File: config.mk
export PLATFORM = sky130hd
export DESIGN_NAME = sbus_frame_decoder
export DESIGN_NICKNAME = d
export VERILOG_FILES = /design/src/design/sfd_pkg.sv /design/src/design/sfd_front.sv /design/src/design/sfd_queue.sv /design/src/design/sfd_back.sv /design/src/design/sbus_frame_decoder.sv
export SDC_FILE = /design/constraint.sdc
export NUM_CORES = 1
export LEC_CHECK = 0
export ABC_AREA = 0
export BUFFER_PORTS_ARGS = -buffer_cell sky130_fd_sc_hd__buf_2
export CORE_AREA = 8 8 313 255
export DETAILED_ROUTE_END_ITERATION = 8
export DIE_AREA = 0 0 321 263
export HOLD_SLACK_MARGIN = 0.12
export PLACE_DENSITY = 0.6
export SLEW_MARGIN = 20
export SYNTH_ARGS = -nofsm -noshare
export SYNTH_HDL_FRONTEND = slang
export SYNTH_HIERARCHICAL = 1
export SYNTH_SLANG_ARGS = --single-unit
File: constraint.sdc
create_clock -name clk -period 22.5 [get_ports clk]
set_input_delay 3.375 -clock clk [delete_from_list [all_inputs] [get_ports clk]]
set_output_delay 3.375 -clock clk [all_outputs]
set_load 0.02 [all_outputs]
File: src/design/sfd_pkg.sv
// Shared types and constants for the serial frame decoder.
`default_nettype none
package sfd_pkg;

  localparam int FRAME_BYTES   = 25;
  localparam int PAYLOAD_BYTES = FRAME_BYTES - 2;  // frame bytes 1..23
  localparam int NUM_CHANNELS  = 16;
  localparam int CH_BITS       = 11;
  localparam int NUM_RESULTS   = NUM_CHANNELS + 2;
  localparam int IDX_W         = 5;
  localparam int Q_DEPTH       = 2;

  localparam logic [7:0] SYNC_BYTE   = 8'h0F;
  localparam logic [7:0] END_BYTE    = 8'h00;
  localparam logic [7:0] LIMIT_RESET = 8'd50;
  localparam logic [7:0] COUNT_MAX   = 8'hFF;

  // Result kinds
  localparam logic KIND_CHANNEL = 1'b0;
  localparam logic KIND_TIMEOUT = 1'b1;

  // Result indexes of the two flag bits and of the final result
  localparam logic [IDX_W-1:0] FLAG_HI_IDX = IDX_W'(NUM_CHANNELS);
  localparam logic [IDX_W-1:0] FLAG_LO_IDX = IDX_W'(NUM_CHANNELS + 1);

  // One request from the front to the back: a decoded frame or a timeout
  typedef struct packed {
    logic                         timeout;
    logic [PAYLOAD_BYTES*8-1:0]   frame;
  } sfd_req_t;

endpackage
`default_nettype wire

File: src/design/sfd_front.sv
// Byte window, attempt counter and frame / timeout detection.
`default_nettype none
module sfd_front (
  input  wire logic            clk,
  input  wire logic            rst_n,
  input  wire logic            in_valid,
  output logic                 in_stall,
  input  wire logic [7:0]      in_rx_byte,
  input  wire logic            cfg_valid,
  output logic                 cfg_ready,
  input  wire logic [7:0]      cfg_data,
  input  wire logic            q_full,
  output logic                 q_push,
  output sfd_pkg::sfd_req_t    q_req
);
  import sfd_pkg::*;

  logic [7:0] win_r [FRAME_BYTES];
  logic [7:0] cnt_r, cnt_nxt;
  logic [7:0] limit_r;
  logic       accept;
  logic       is_frame;
  logic       is_timeout;

  assign in_stall  = q_full;
  assign cfg_ready = 1'b1;
  assign accept    = in_valid && !in_stall;

  // Classify the byte against the window as it will stand after the shift
  always_comb begin
    cnt_nxt    = (cnt_r == COUNT_MAX) ? COUNT_MAX : cnt_r + 8'd1;
    is_frame   = (win_r[1] == SYNC_BYTE) && (in_rx_byte == END_BYTE);
    is_timeout = !is_frame && (cnt_nxt >= limit_r);
  end

  // Build the request from frame bytes 1..23 of the shifted window
  always_comb begin
    q_req.timeout = is_timeout;
    for (int k = 0; k < PAYLOAD_BYTES - 1; k++) begin
      q_req.frame[8*k +: 8] = win_r[k+2];
    end
    q_req.frame[8*(PAYLOAD_BYTES-1) +: 8] = win_r[FRAME_BYTES-1];
  end

  assign q_push = accept && (is_frame || is_timeout);

  // Hold the attempt limit
  always_ff @(posedge clk) begin
    if (!rst_n) begin
      limit_r <= LIMIT_RESET;
    end else if (cfg_valid && cfg_ready) begin
      limit_r <= cfg_data;
    end
  end

  // Shift the window, or clear it when an attempt ends
  always_ff @(posedge clk) begin
    if (!rst_n) begin
      cnt_r <= '0;
      for (int i = 0; i < FRAME_BYTES; i++) win_r[i] <= '0;
    end else if (accept) begin
      if (is_frame || is_timeout) begin
        cnt_r <= '0;
        for (int i = 0; i < FRAME_BYTES; i++) win_r[i] <= '0;
      end else begin
        cnt_r <= cnt_nxt;
        for (int i = 0; i < FRAME_BYTES - 1; i++) win_r[i] <= win_r[i+1];
        win_r[FRAME_BYTES-1] <= in_rx_byte;
      end
    end
  end

endmodule
`default_nettype wire

File: src/design/sfd_queue.sv
// Short request queue between detection and result expansion.
`default_nettype none
module sfd_queue (
  input  wire logic               clk,
  input  wire logic               rst_n,
  input  wire logic               push,
  input  wire sfd_pkg::sfd_req_t  push_req,
  output logic                    full,
  input  wire logic               pop,
  output sfd_pkg::sfd_req_t       pop_req,
  output logic                    empty
);
  import sfd_pkg::*;

  localparam int PTR_W = $clog2(Q_DEPTH);

  sfd_req_t            mem_r [Q_DEPTH];
  logic [PTR_W-1:0]    wr_ptr_r;
  logic [PTR_W-1:0]    rd_ptr_r;
  logic [PTR_W:0]      cnt_r;
  logic                do_push;
  logic                do_pop;

  assign full    = (cnt_r == (PTR_W+1)'(Q_DEPTH));
  assign empty   = (cnt_r == '0);
  assign do_push = push && !full;
  assign do_pop  = pop && !empty;
  assign pop_req = mem_r[rd_ptr_r];

  // Store requests
  always_ff @(posedge clk) begin
    if (do_push) begin
      mem_r[wr_ptr_r] <= push_req;
    end
  end

  // Advance pointers and fill count
  always_ff @(posedge clk) begin
    if (!rst_n) begin
      wr_ptr_r <= '0;
      rd_ptr_r <= '0;
      cnt_r    <= '0;
    end else begin
      if (do_push) wr_ptr_r <= (wr_ptr_r == PTR_W'(Q_DEPTH-1)) ? '0 : wr_ptr_r + 1'b1;
      if (do_pop)  rd_ptr_r <= (rd_ptr_r == PTR_W'(Q_DEPTH-1)) ? '0 : rd_ptr_r + 1'b1;
      if (do_push && !do_pop)      cnt_r <= cnt_r + 1'b1;
      else if (do_pop && !do_push) cnt_r <= cnt_r - 1'b1;
    end
  end

endmodule
`default_nettype wire

File: src/design/sfd_back.sv
// Expands each request into its result items, one per cycle while the receiver does not stall.
`default_nettype none
module sfd_back (
  input  wire logic               clk,
  input  wire logic               rst_n,
  input  wire logic               q_empty,
  input  wire sfd_pkg::sfd_req_t  q_req,
  output logic                    q_pop,
  output logic                    out_valid,
  input  wire logic               out_stall,
  output logic                    out_kind,
  output logic [4:0]              out_channel_index,
  output logic [10:0]             out_channel_value,
  output logic                    out_last
);
  import sfd_pkg::*;

  sfd_req_t            cur_r;
  logic                busy_r;
  logic [IDX_W-1:0]    idx_r;
  logic                out_valid_r;
  logic                kind_r;
  logic [IDX_W-1:0]    oidx_r;
  logic [CH_BITS-1:0]  val_r;
  logic                last_r;

  logic                advance;
  logic                res_kind;
  logic [IDX_W-1:0]    res_idx;
  logic [CH_BITS-1:0]  res_val;
  logic                res_last;
  logic [CH_BITS-1:0]  chan [NUM_CHANNELS];
  logic [7:0]          flag_byte;

  assign out_valid         = out_valid_r;
  assign out_kind          = kind_r;
  assign out_channel_index = oidx_r;
  assign out_channel_value = val_r;
  assign out_last          = last_r;

  // Slice the frame into channel values
  always_comb begin
    for (int c = 0; c < NUM_CHANNELS; c++) begin
      chan[c] = cur_r.frame[c*CH_BITS +: CH_BITS];
    end
    flag_byte = cur_r.frame[8*(PAYLOAD_BYTES-1) +: 8];
  end

  // Form the result for the current position
  always_comb begin
    res_kind = KIND_CHANNEL;
    res_idx  = idx_r;
    res_val  = '0;
    res_last = 1'b0;
    if (cur_r.timeout) begin
      res_kind = KIND_TIMEOUT;
      res_idx  = '0;
      res_last = 1'b1;
    end else if (idx_r == FLAG_HI_IDX) begin
      res_val = CH_BITS'(flag_byte[7]);
    end else if (idx_r == FLAG_LO_IDX) begin
      res_val  = CH_BITS'(flag_byte[6]);
      res_last = 1'b1;
    end else begin
      res_val = chan[idx_r[3:0]];
    end
  end

  assign advance = busy_r && (!out_valid_r || !out_stall);
  assign q_pop   = !q_empty && (!busy_r || (advance && res_last));

  // Load requests and step through their results
  always_ff @(posedge clk) begin
    if (!rst_n) begin
      busy_r <= 1'b0;
      idx_r  <= '0;
    end else if (q_pop) begin
      busy_r <= 1'b1;
      idx_r  <= '0;
    end else if (advance) begin
      busy_r <= !res_last;
      idx_r  <= idx_r + 1'b1;
    end
  end

  always_ff @(posedge clk) begin
    if (q_pop) begin
      cur_r <= q_req;
    end
  end

  // Hold the result register until the receiver takes it
  always_ff @(posedge clk) begin
    if (!rst_n) begin
      out_valid_r <= 1'b0;
    end else if (advance) begin
      out_valid_r <= 1'b1;
    end else if (!out_stall) begin
      out_valid_r <= 1'b0;
    end
  end

  always_ff @(posedge clk) begin
    if (advance) begin
      kind_r <= res_kind;
      oidx_r <= res_idx;
      val_r  <= res_val;
      last_r <= res_last;
    end
  end

endmodule
`default_nettype wire

File: src/design/sbus_frame_decoder.sv
// Top level of the serial frame decoder.
//
// Usage:
//   in_*  : one received byte per request (in_valid / in_stall).
//   out_* : result requests (out_valid / out_stall). A decoded frame gives
//           18 results: channels 0..15 (11 bits each), then flag bits 7 and
//           6 of frame byte 23 at indexes 16 and 17, the last with out_last.
//           An attempt that reaches the limit without a frame gives one
//           timeout result (kind 1, index 0, value 0, last 1).
//   cfg_* : writes the attempt limit; cfg_ready is always high.
// Throughput: one byte per cycle while in_stall is low. A byte that ends a
//   frame gives 18 results in the expansion stage; a timeout gives one. A
//   two-entry request queue sits between detection and expansion, and
//   in_stall rises only when that queue is full.
// Path to the first result of a request: the queue entry, the request load
//   into expansion, then the result register.
// Reset: window and counter clear, limit returns to 50, the queue empties.
// A stalled receiver holds the output register; the rest backs up into the
//   queue and then stalls the input.
`default_nettype none
module sbus_frame_decoder (
  input  wire logic         clk,
  input  wire logic         rst_n,
  input  wire logic         in_valid,
  output logic              in_stall,
  input  wire logic [7:0]   in_rx_byte,
  output logic              out_valid,
  input  wire logic         out_stall,
  output logic              out_kind,
  output logic [4:0]        out_channel_index,
  output logic [10:0]       out_channel_value,
  output logic              out_last,
  input  wire logic         cfg_valid,
  output logic              cfg_ready,
  input  wire logic [7:0]   cfg_data
);
  import sfd_pkg::*;

  sfd_req_t push_req;
  sfd_req_t pop_req;
  logic     q_push;
  logic     q_full;
  logic     q_pop;
  logic     q_empty;

  sfd_front u_front (
    .clk        (clk),
    .rst_n      (rst_n),
    .in_valid   (in_valid),
    .in_stall   (in_stall),
    .in_rx_byte (in_rx_byte),
    .cfg_valid  (cfg_valid),
    .cfg_ready  (cfg_ready),
    .cfg_data   (cfg_data),
    .q_full     (q_full),
    .q_push     (q_push),
    .q_req      (push_req)
  );

  sfd_queue u_queue (
    .clk      (clk),
    .rst_n    (rst_n),
    .push     (q_push),
    .push_req (push_req),
    .full     (q_full),
    .pop      (q_pop),
    .pop_req  (pop_req),
    .empty    (q_empty)
  );

  sfd_back u_back (
    .clk               (clk),
    .rst_n             (rst_n),
    .q_empty           (q_empty),
    .q_req             (pop_req),
    .q_pop             (q_pop),
    .out_valid         (out_valid),
    .out_stall         (out_stall),
    .out_kind          (out_kind),
    .out_channel_index (out_channel_index),
    .out_channel_value (out_channel_value),
    .out_last          (out_last)
  );

endmodule
`default_nettype wire
==> impl_metrics.ini, run 1 <==
[clock_network]
worstSkewPairLatency_ns = 0.62
cts_buffers = 75
cts_buffer_depth = 3
path_clk_slew_ns = 0.06
cts_resized = 0
h-tree-depth = 3
cts_sinks = 775
holdBufCountCts = 0
cts_tree = yes
post_cts_buffers = 0
clockRootBuffer = clkbuf_16

[timing]
slew_viol_final = 0
hold_slack_ns = 0.448
fin_crit_ns = 6.09
fin_ws_ns = 16.41
rsz0062_at_grt = no
period_share = 0.271
tightest_slew_ns = 1.07
max_freq_ghz = 0.164
slew_headroom = 0.289
hold_violations = 0
tns_ns = 0
finalSetupViolCount = 0
clock_skew_ns = 0.0221

[worst_setup_path]
rr_endpoint = u_queue/mem_r[1][101]
endpoint_kind = flip-flop
slowest_stage = buf_4
cp-start-kind = primary input
worstSetupPathType = in2reg
reg2reg_depth = 11
worstPathArrival_ns = 6.34
critPathRequiredTime_ns = 22.75
crit_top_cell = buf_4
cp_slowest_stage_delay_ns = 0.76
crit_chain = buf_2 -> nor4_2 -> nand4_1 -> a31oi_1 -> and3_4 -> buf_4 -> buf_4
worstPathMaxFanout = 59
timing.rr.start = u_front/cnt_r[0]
r2r_slack_ns = 17.52

[routing]
dr.pass1.iters = 5
drt_iter0_drc = 1176
vias = 13300
via_per_inst = 5.11
wl_per_cell_um = 21.9
post-route-drc-count = 0
totalWireLength_um = 56800
postRouteAntennaNets = 0

[power_and_ir_drop]
power_density_nw_per_um2 = 88.3
vdd_drop_max_mv = 0.0555
report.power.total_mw = 2.94
leakagePower_nw = 12.0

[global_routing]
grt_max_degree = 137
grt_pass1_wl_um = 85700
grt_usage = 0.132
grt_pass1_vias = 13300
antenna_found_initial = 6
overflow = 0

[status]
outcome = finished, final reports clean

[place]
placed_area_um2 = 30900
portBuffers = 40
hpwl_um = 31800
place_inst = 2463
routabilityCongestion = 0.737
place_ws_ns = 15.74

[synthesis]
avgSynthCellArea_um2 = 19.3
netlist_instances = 1588
syn_area_um2 = 30600
syn-num-nets = 1622
synth_warnings = 6

[die]
die_h_um = 263
dieArea_um2 = 84400
io_pins = 42
rows = 90
initial_core_util = 0.411
die_width_um = 321
core-area_um2 = 74500

[job]
cap_violations = 0

[worst_hold_path]
holdPathEnd = u_queue/mem_r[1][98]
hp-class = reg2reg
whs_path_depth = 0
holdCritStartpoint = u_front/win_r[0][114]

[final_layout]
final_area_um2 = 33400
final_util = 0.447
drive_above_1_share = 0.273
final_cell_count_no_fill = 2599
syn_to_final_growth_pct = 8.97
fin_nets = 1562
==> power breakdown <==
part,switching (mW),internal [mW],total [mW]
clock,0.527,0.731,1.26
combinational,0.0333,0.0160,0.0493
sequential,0.0228,1.61,1.64
total,0.583,2.36,2.94
==> flip-flops by register name (all words and copies together) (netlist names), 2 cells and up, named ones only <==
| name | cells |
|---|---|
| u_front/win_r | 192 |
| u_queue/mem_r | 358 |
| u_front/cnt_r | 8 |
| u_back/cur_r | 3 |
| u_back/out_channel_index | 5 |
| u_back/idx_r | 5 |
| u_queue/cnt_r | 2 |
| u_back/chan | 176 |
| u_front/limit_r | 8 |
| u_back/out_channel_value | 11 |
==> per-layer routing <==
metal	part of all wire	track usage	up-vias
met5	0	0	-
met4	0.015	0.0302	0
met3	0.061	0.0287	76
met2	0.44	0.189	342
met1	0.48	0.203	6896
li1	-	-	5979
==> how the worst max path moves through the flow <==
stage                   from                     to  cells after the start
2_1_floorplan  in_rx_byte[2]    u_queue/mem_r[0][0]                      5
3_3_place_gp       out_stall       u_queue/cnt_r[1]                      9
3_5_place_dp       out_stall       u_queue/cnt_r[1]                      9
4_1_cts            out_stall       u_queue/cnt_r[1]                      9
5_1_grt        in_rx_byte[1]  u_queue/mem_r[1][101]                      7
6_report       in_rx_byte[1]  u_queue/mem_r[1][101]                      7
==> cell type report <==
cell class | count | area, µm²
multi-input cells | 590 | 6140
repair buffers | 64 | 393
fillers | 6316 | 41200
inverters | 22 | 85.1
clock inverters | 45 | 465
diodes | 1 | 2.50
well taps | 1012 | 1270
flip-flops and latches | 775 | 23000
clock buffers | 90 | 2000
==> layout by cell type, fill, tap and decap left out, drive strengths merged, types with 21 or more instances in the layout <==
cell    count
edfxtp    747
and3      194
mux2      182
clkbuf     90
buf        64
mux4       43
dfxtp      28
clkinv     28
inv        27
a22oi      21
==> critical path: cells and delay by family <==
kind	cells	cell delay, ns
AOI/OAI and AO/OA	1	0.36
buffers and inverters	3	1.50
and+or+nand+nor	3	0.98
No activity file was read; power rests on OpenSTA's default activity.
==> run 2, diff against run 1 <==
--- a/config.mk
+++ b/config.mk
@@ -11,7 +11,7 @@
 export DETAILED_ROUTE_END_ITERATION = 8
 export DIE_AREA = 0 0 321 263
 export HOLD_SLACK_MARGIN = 0.12
-export PLACE_DENSITY = 0.6
+export PLACE_DENSITY = 0.62
 export SLEW_MARGIN = 20
 export SYNTH_ARGS = -nofsm -noshare
 export SYNTH_HDL_FRONTEND = slang
==> constraint.sdc (replaced) <==
create_clock -name clk -period 5.02 [get_ports clk]
set_input_delay 0.753 -clock clk [delete_from_list [all_inputs] [get_ports clk]]
set_output_delay 0.753 -clock clk [all_outputs]
set_load 0.02 [all_outputs]
==> run 2 against run 1 <==
Against the previous run: sequential share of layout area about the same; register-to-register slack got worse by 16 ns; die area unchanged; hold slack got worse by 0.073 ns; critical path type is now reg2reg; critical endpoint is now u_queue/mem_r[0][85].
==> impl_metrics.ini, run 2 (synthesized netlist as in run 1, its figures left out) <==
[clock_network]
clockRootBuffer = clkbuf_16
post_cts_buffers = 0
path_clk_slew_ns = 0.06
worstSkewPairLatency_ns = 0.62
cts_tree = yes
holdBufCountCts = 0
cts_buffers = 73
cts_buffer_depth = 3
h-tree-depth = 3
cts_sinks = 775
cts_resized = 0

[routing]
vias = 13300
postRouteAntennaNets = 0
dr.pass1.iters = 5
totalWireLength_um = 56500
wl_per_cell_um = 21.7
drt_iter0_drc = 1269
post-route-drc-count = 0
via_per_inst = 5.11

[timing]
finalSetupViolCount = 0
tightest_slew_ns = 0.988
fin_crit_ns = 3.56
slew_viol_final = 0
rsz0062_at_grt = no
hold_violations = 0
period_share = 0.709
max_freq_ghz = 0.281
tns_ns = 0
clock_skew_ns = 0.0195
slew_headroom = 0.341
fin_ws_ns = 1.46

[die]
die_h_um = 263
io_pins = 42
die_width_um = 321
core-area_um2 = 74500
dieArea_um2 = 84400
initial_core_util = 0.411
rows = 90

[final_layout]
multi_input_area_um2 = 6190
drive_above_1_share = 0.273
final_util = 0.448
syn_to_final_growth_pct = 9.06
final_cell_count_no_fill = 2598
fin_nets = 1558
regMostFlops = u_queue/mem_r
largest_reg_flops = 358
register_area_um2 = 23000
layout_common_cells = edfxtp_1, and3_1, mux2_4, clkbuf_16, mux4_2
final_common_cell = edfxtp_1
fill_cells = 6332

[place]
portBuffers = 40
place_inst = 2461
hpwl_um = 31600
routabilityCongestion = 0.744
place_ws_ns = 1.48

[global_routing]
grt_max_degree = 202
grt_pass1_wl_um = 85300
grt_pass1_vias = 13600
grt_usage = 0.130
overflow = 0
antenna_found_initial = 2

[worst_setup_path]
worstSetupPathType = reg2reg
worstPathArrival_ns = 3.81
critPathRequiredTime_ns = 5.27
slowest_stage = buf_12
cp_slowest_stage_delay_ns = 0.50
rr_endpoint = u_queue/mem_r[0][85]
endpoint_kind = flip-flop
crit_top_cell = inv_1
reg2reg_depth = 11
critPathLaunch = u_front/cnt_r[3]
r2r_slack_ns = 1.46
cp-start-kind = flip-flop
crit_chain = and4_1 -> nand4_1 -> nand2_1 -> inv_1 -> ha_1 -> o21ai_0 -> a221o_4 -> a31oi_1 -> inv_1 -> nor3_4 -> buf_12
worstPathMaxFanout = 101
timing.rr.start = u_front/cnt_r[3]

[power_and_ir_drop]
leakagePower_nw = 12.0
vdd_drop_max_mv = 0.213
power_density_nw_per_um2 = 388
report.power.total_mw = 13.0

[status]
outcome = finished, final reports clean

[worst_hold_path]
hp-class = in2reg
holdCritStartpoint = cfg_data[5]
holdPathEnd = u_front/limit_r[5]
whs_path_depth = 3

[job]
cap_violations = 0
[run 2: cell types whose count changed in the layout (fill, tap and decap cells not counted), sizes merged]
cell	previous run	this run
bufinv	8	6
buf	64	62
inv	27	23
clkbuf	90	87
clkinv	28	38
clkinvlp	4	1
diode	1	4
[run 2: worst max-delay path by stage]
stage                                end  slack (ns)  depth (start not counted)
floorplan            u_queue/mem_r[0][0]       -1.84                         11
global placement    u_queue/mem_r[0][52]        1.57                         11
detailed placement  u_queue/mem_r[0][22]        1.48                         11
CTS                 u_queue/mem_r[0][41]        1.46                         11
global route        u_queue/mem_r[0][77]        1.25                         11
finish              u_queue/mem_r[0][85]        1.46                         11
[run 2: per-stage QoR]
step	area (µm²)	hold WS [ns]
2_1_floorplan	30700	0.436
3_3_place_gp	31000	0.440
3_5_place_dp	31000	0.453
4_1_cts	33400	0.326
5_1_grt	33400	0.361
6_report	33400	0.375
[run 2: final cells by class]
| class | instances | share of cell area |
|---|---|---|
| sequential | 775 | 0.689 |
| multi-input combinational | 590 | 0.185 |
| clock buffer | 87 | 0.0576 |
| tap | 1012 | 0.0379 |
| timing repair buffer | 62 | 0.0147 |
| clock inverter | 46 | 0.0124 |
| inverter | 22 | 0.00255 |
| antenna | 4 | 0.000300 |
[run 2: worst max-delay path, delay by kind of cell, from the launching register on]
kind,cells,cell delay [ns]
flip-flops,1,0.38
adder cells (fa/ha/maj),1,0.26
buffers and inverters,3,0.68
AO/OA/AOI/OAI,3,0.82
AND/OR/NAND/NOR,4,0.96
[run 2: power breakdown]
part	total (mW)	internal [mW]	switching (mW)
combinational	0.224	0.0757	0.148
sequential	7.34	7.23	0.109
clock	5.39	3.06	2.33
total	13.0	10.4	2.59
[run 2: metal layers]
| layer | GRT usage | wire [µm] | vias up |
|---|---|---|---|
| met4 | 0.0336 | 1140 | 0 |
| li1 | - | - | 5965 |
| met3 | 0.0324 | 3620 | 86 |
| met2 | 0.187 | 24500 | 341 |
| met1 | 0.196 | 27200 | 6884 |
| met5 | 0 | 0 | - |
==> run 3, diff against run 2 <==
--- a/config.mk
+++ b/config.mk
@@ -5,11 +5,11 @@
 export SDC_FILE = /design/constraint.sdc
 export NUM_CORES = 1
 export LEC_CHECK = 0
-export ABC_AREA = 0
+export ABC_AREA = 1
 export BUFFER_PORTS_ARGS = -buffer_cell sky130_fd_sc_hd__buf_2
-export CORE_AREA = 8 8 313 255
+export CORE_AREA = 8 8 323 262
 export DETAILED_ROUTE_END_ITERATION = 8
-export DIE_AREA = 0 0 321 263
+export DIE_AREA = 0 0 331 270
 export HOLD_SLACK_MARGIN = 0.12
 export PLACE_DENSITY = 0.62
 export SLEW_MARGIN = 20
==> constraint.sdc (replaced) <==
create_clock -name clk -period 2.9 [get_ports clk]
set_input_delay 0.435 -clock clk [delete_from_list [all_inputs] [get_ports clk]]
set_output_delay 0.435 -clock clk [all_outputs]
set_load 0.02 [all_outputs]
==> run 3 against run 2 <==
Against the previous run: the flow now finishes with violations (negative setup slack); fmax increased by 21%; highest routed layer unchanged; critical path type unchanged; die area up 5.9%; combinational power grew to 3.3 times the previous value; clock skew grew 0.0049 ns; routed wire length grew 13%; synthesized area grew 6.4%; sequential share of layout area fell by 5.9 points; hold slack got worse by 0.24 ns; flip-flop and latch count unchanged; setup slack got worse by 1.5 ns; non-clock buffer count rose by 72; cell area up 9.3%.
==> impl_metrics.ini, run 3 <==
[synthesis]
synth_warnings = 6
syn-num-nets = 2214
syn_area_um2 = 32600
netlist_instances = 2180
avgSynthCellArea_um2 = 14.9

[final_layout]
fill_cells = 6855
fin_nets = 2238
syn_to_final_growth_pct = 12.0
register_area_um2 = 23000
drive_above_1_share = 0.273
regMostFlops = u_queue/mem_r
layout_common_cells = edfxtp_1, nor2_1, inv_1, nand2_1, nor2_4
largest_reg_flops = 358
multi_input_area_um2 = 7160
diodes = 0
final_cell_count_no_fill = 3310
final_common_cell = edfxtp_1

[routing]
drt_iter0_drc = 1440
wl_per_cell_um = 19.3
dr.pass1.iters = 7
vias = 15700
postRouteAntennaNets = 0
totalWireLength_um = 64000
post-route-drc-count = 0
via_per_inst = 4.74

[clock_network]
cts_buffers = 78
cts_buffer_depth = 3
cts_tree = yes
h-tree-depth = 3
worstSkewPairLatency_ns = 0.62
path_clk_slew_ns = 0.06
cts_sinks = 775
clockRootBuffer = clkbuf_16

[die]
core-area_um2 = 79600
initial_core_util = 0.409
die_h_um = 270
io_pins = 42
die_width_um = 331
rows = 93
dieArea_um2 = 89400

[timing]
slew_headroom = 0.484
fin_ws_ns = -0.0357
period_share = 1.01
finalSetupViolCount = 59
fin_crit_ns = 2.94
hold_slack_ns = 0.135
clock_skew_ns = 0.0244
tightest_slew_ns = 0.774
max_freq_ghz = 0.341
slew_viol_final = 0
rsz0062_at_grt = yes
hold_violations = 0

[worst_setup_path]
cp-start-kind = flip-flop
worstSetupPathType = reg2reg
endpoint_kind = flip-flop
worstPathArrival_ns = 3.28
critPathRequiredTime_ns = 3.24
worstPathMaxFanout = 8

[place]
routabilityCongestion = 0.805
portBuffers = 40
hpwl_um = 39400
place_inst = 3145

[global_routing]
antenna_found_initial = 1
grt_pass1_vias = 15800
grt_max_degree = 93
grt_pass1_wl_um = 95700
grt_usage = 0.140
overflow = 0

[worst_hold_path]
hp-class = in2reg

[status]
violations = negative setup slack
outcome = complete, but fails checks

[job]
cap_violations = 0

[power_and_ir_drop]
leakagePower_nw = 13.0
power_density_nw_per_um2 = 642
vdd_drop_max_mv = 0.394
==> run 3: timing repair <==
item | CTS | global route
pin swaps | 0 | 7
gates cloned | 0 | 5
endpoints found under the hold margin | 8 | 0
buffers inserted | 1 | 4
resized for setup | 2 | 24
hold buffers | 14 | 0
setup endpoints to repair | 134 | 382
==> run 3: metal layers <==
| layer | vias to the layer above | GRT usage | share of wire |
|---|---|---|---|
| met5 | - | 0 | 0 |
| met4 | 0 | 0.0347 | 0.020 |
| met3 | 90 | 0.0296 | 0.060 |
| met2 | 448 | 0.208 | 0.44 |
| met1 | 7837 | 0.207 | 0.48 |
| li1 | 7329 | - | - |
==> run 3: final timing paths <==
path,from,to,slack (ns),cells past startpoint
max reg2reg,u_front/cnt_r[1],u_queue/mem_r[0][101],-0.04,21
min,cfg_data[3],u_front/limit_r[3],0.13,3
max,u_front/cnt_r[1],u_queue/mem_r[0][101],-0.04,21
min reg2reg,u_front/win_r[1][55],u_queue/mem_r[0][167],0.47,0
==> run 3: critical path: stages, from the launching register on <==
cell and delay (ns):
dfxtp_4 0.36, ha_4 0.17, nand2_4 0.06, nor2_4 0.04, nand2_2 0.07, nor2_2 0.05, or2_4 0.24, ha_4 0.27
nand2_1 0.04, nor2_1 0.08, nor2_1 0.05, nand2_1 0.08, nand2_2 0.07, and2_4 0.16, nand2_1 0.05, nand2_1 0.06
inv_2 0.07, o21ai_4 0.08, nor2_4 0.18, buf_12 0.15, clkbuf_16 0.17, clkbuf_16 0.15
==> run 3: stage by stage <==
step	area [µm²]	setup TNS (ns)	power [mW]	util	worst slack, ns
finish	36500	-0.549	23.4	0.458	-0.0357
global route	36500	-36.55	24.2	0.458	-0.147
CTS	36200	-1.50	23.7	0.455	-0.0332
detailed placement	33500	-1.89	13.6	0.421	-0.0289
global placement	33500	-4.30	13.6	0.421	-0.0395
floorplan	32700	-995.28	13.5	-	-2.02
==> run 3: power breakdown <==
part	switching (mW)	internal, mW
Combinational	0.515	0.221
Clock	4.15	5.86
Sequential	0.182	12.5
Total	4.85	18.6
==> run 3: area by class of cell <==
cell class	instances	share of cell area
sequential	775	0.631
multi-input combinational	957	0.196
clock buffer	99	0.0586
timing repair buffer	134	0.0407
tap	1045	0.0358
inverter	258	0.0270
clock inverter	42	0.0113
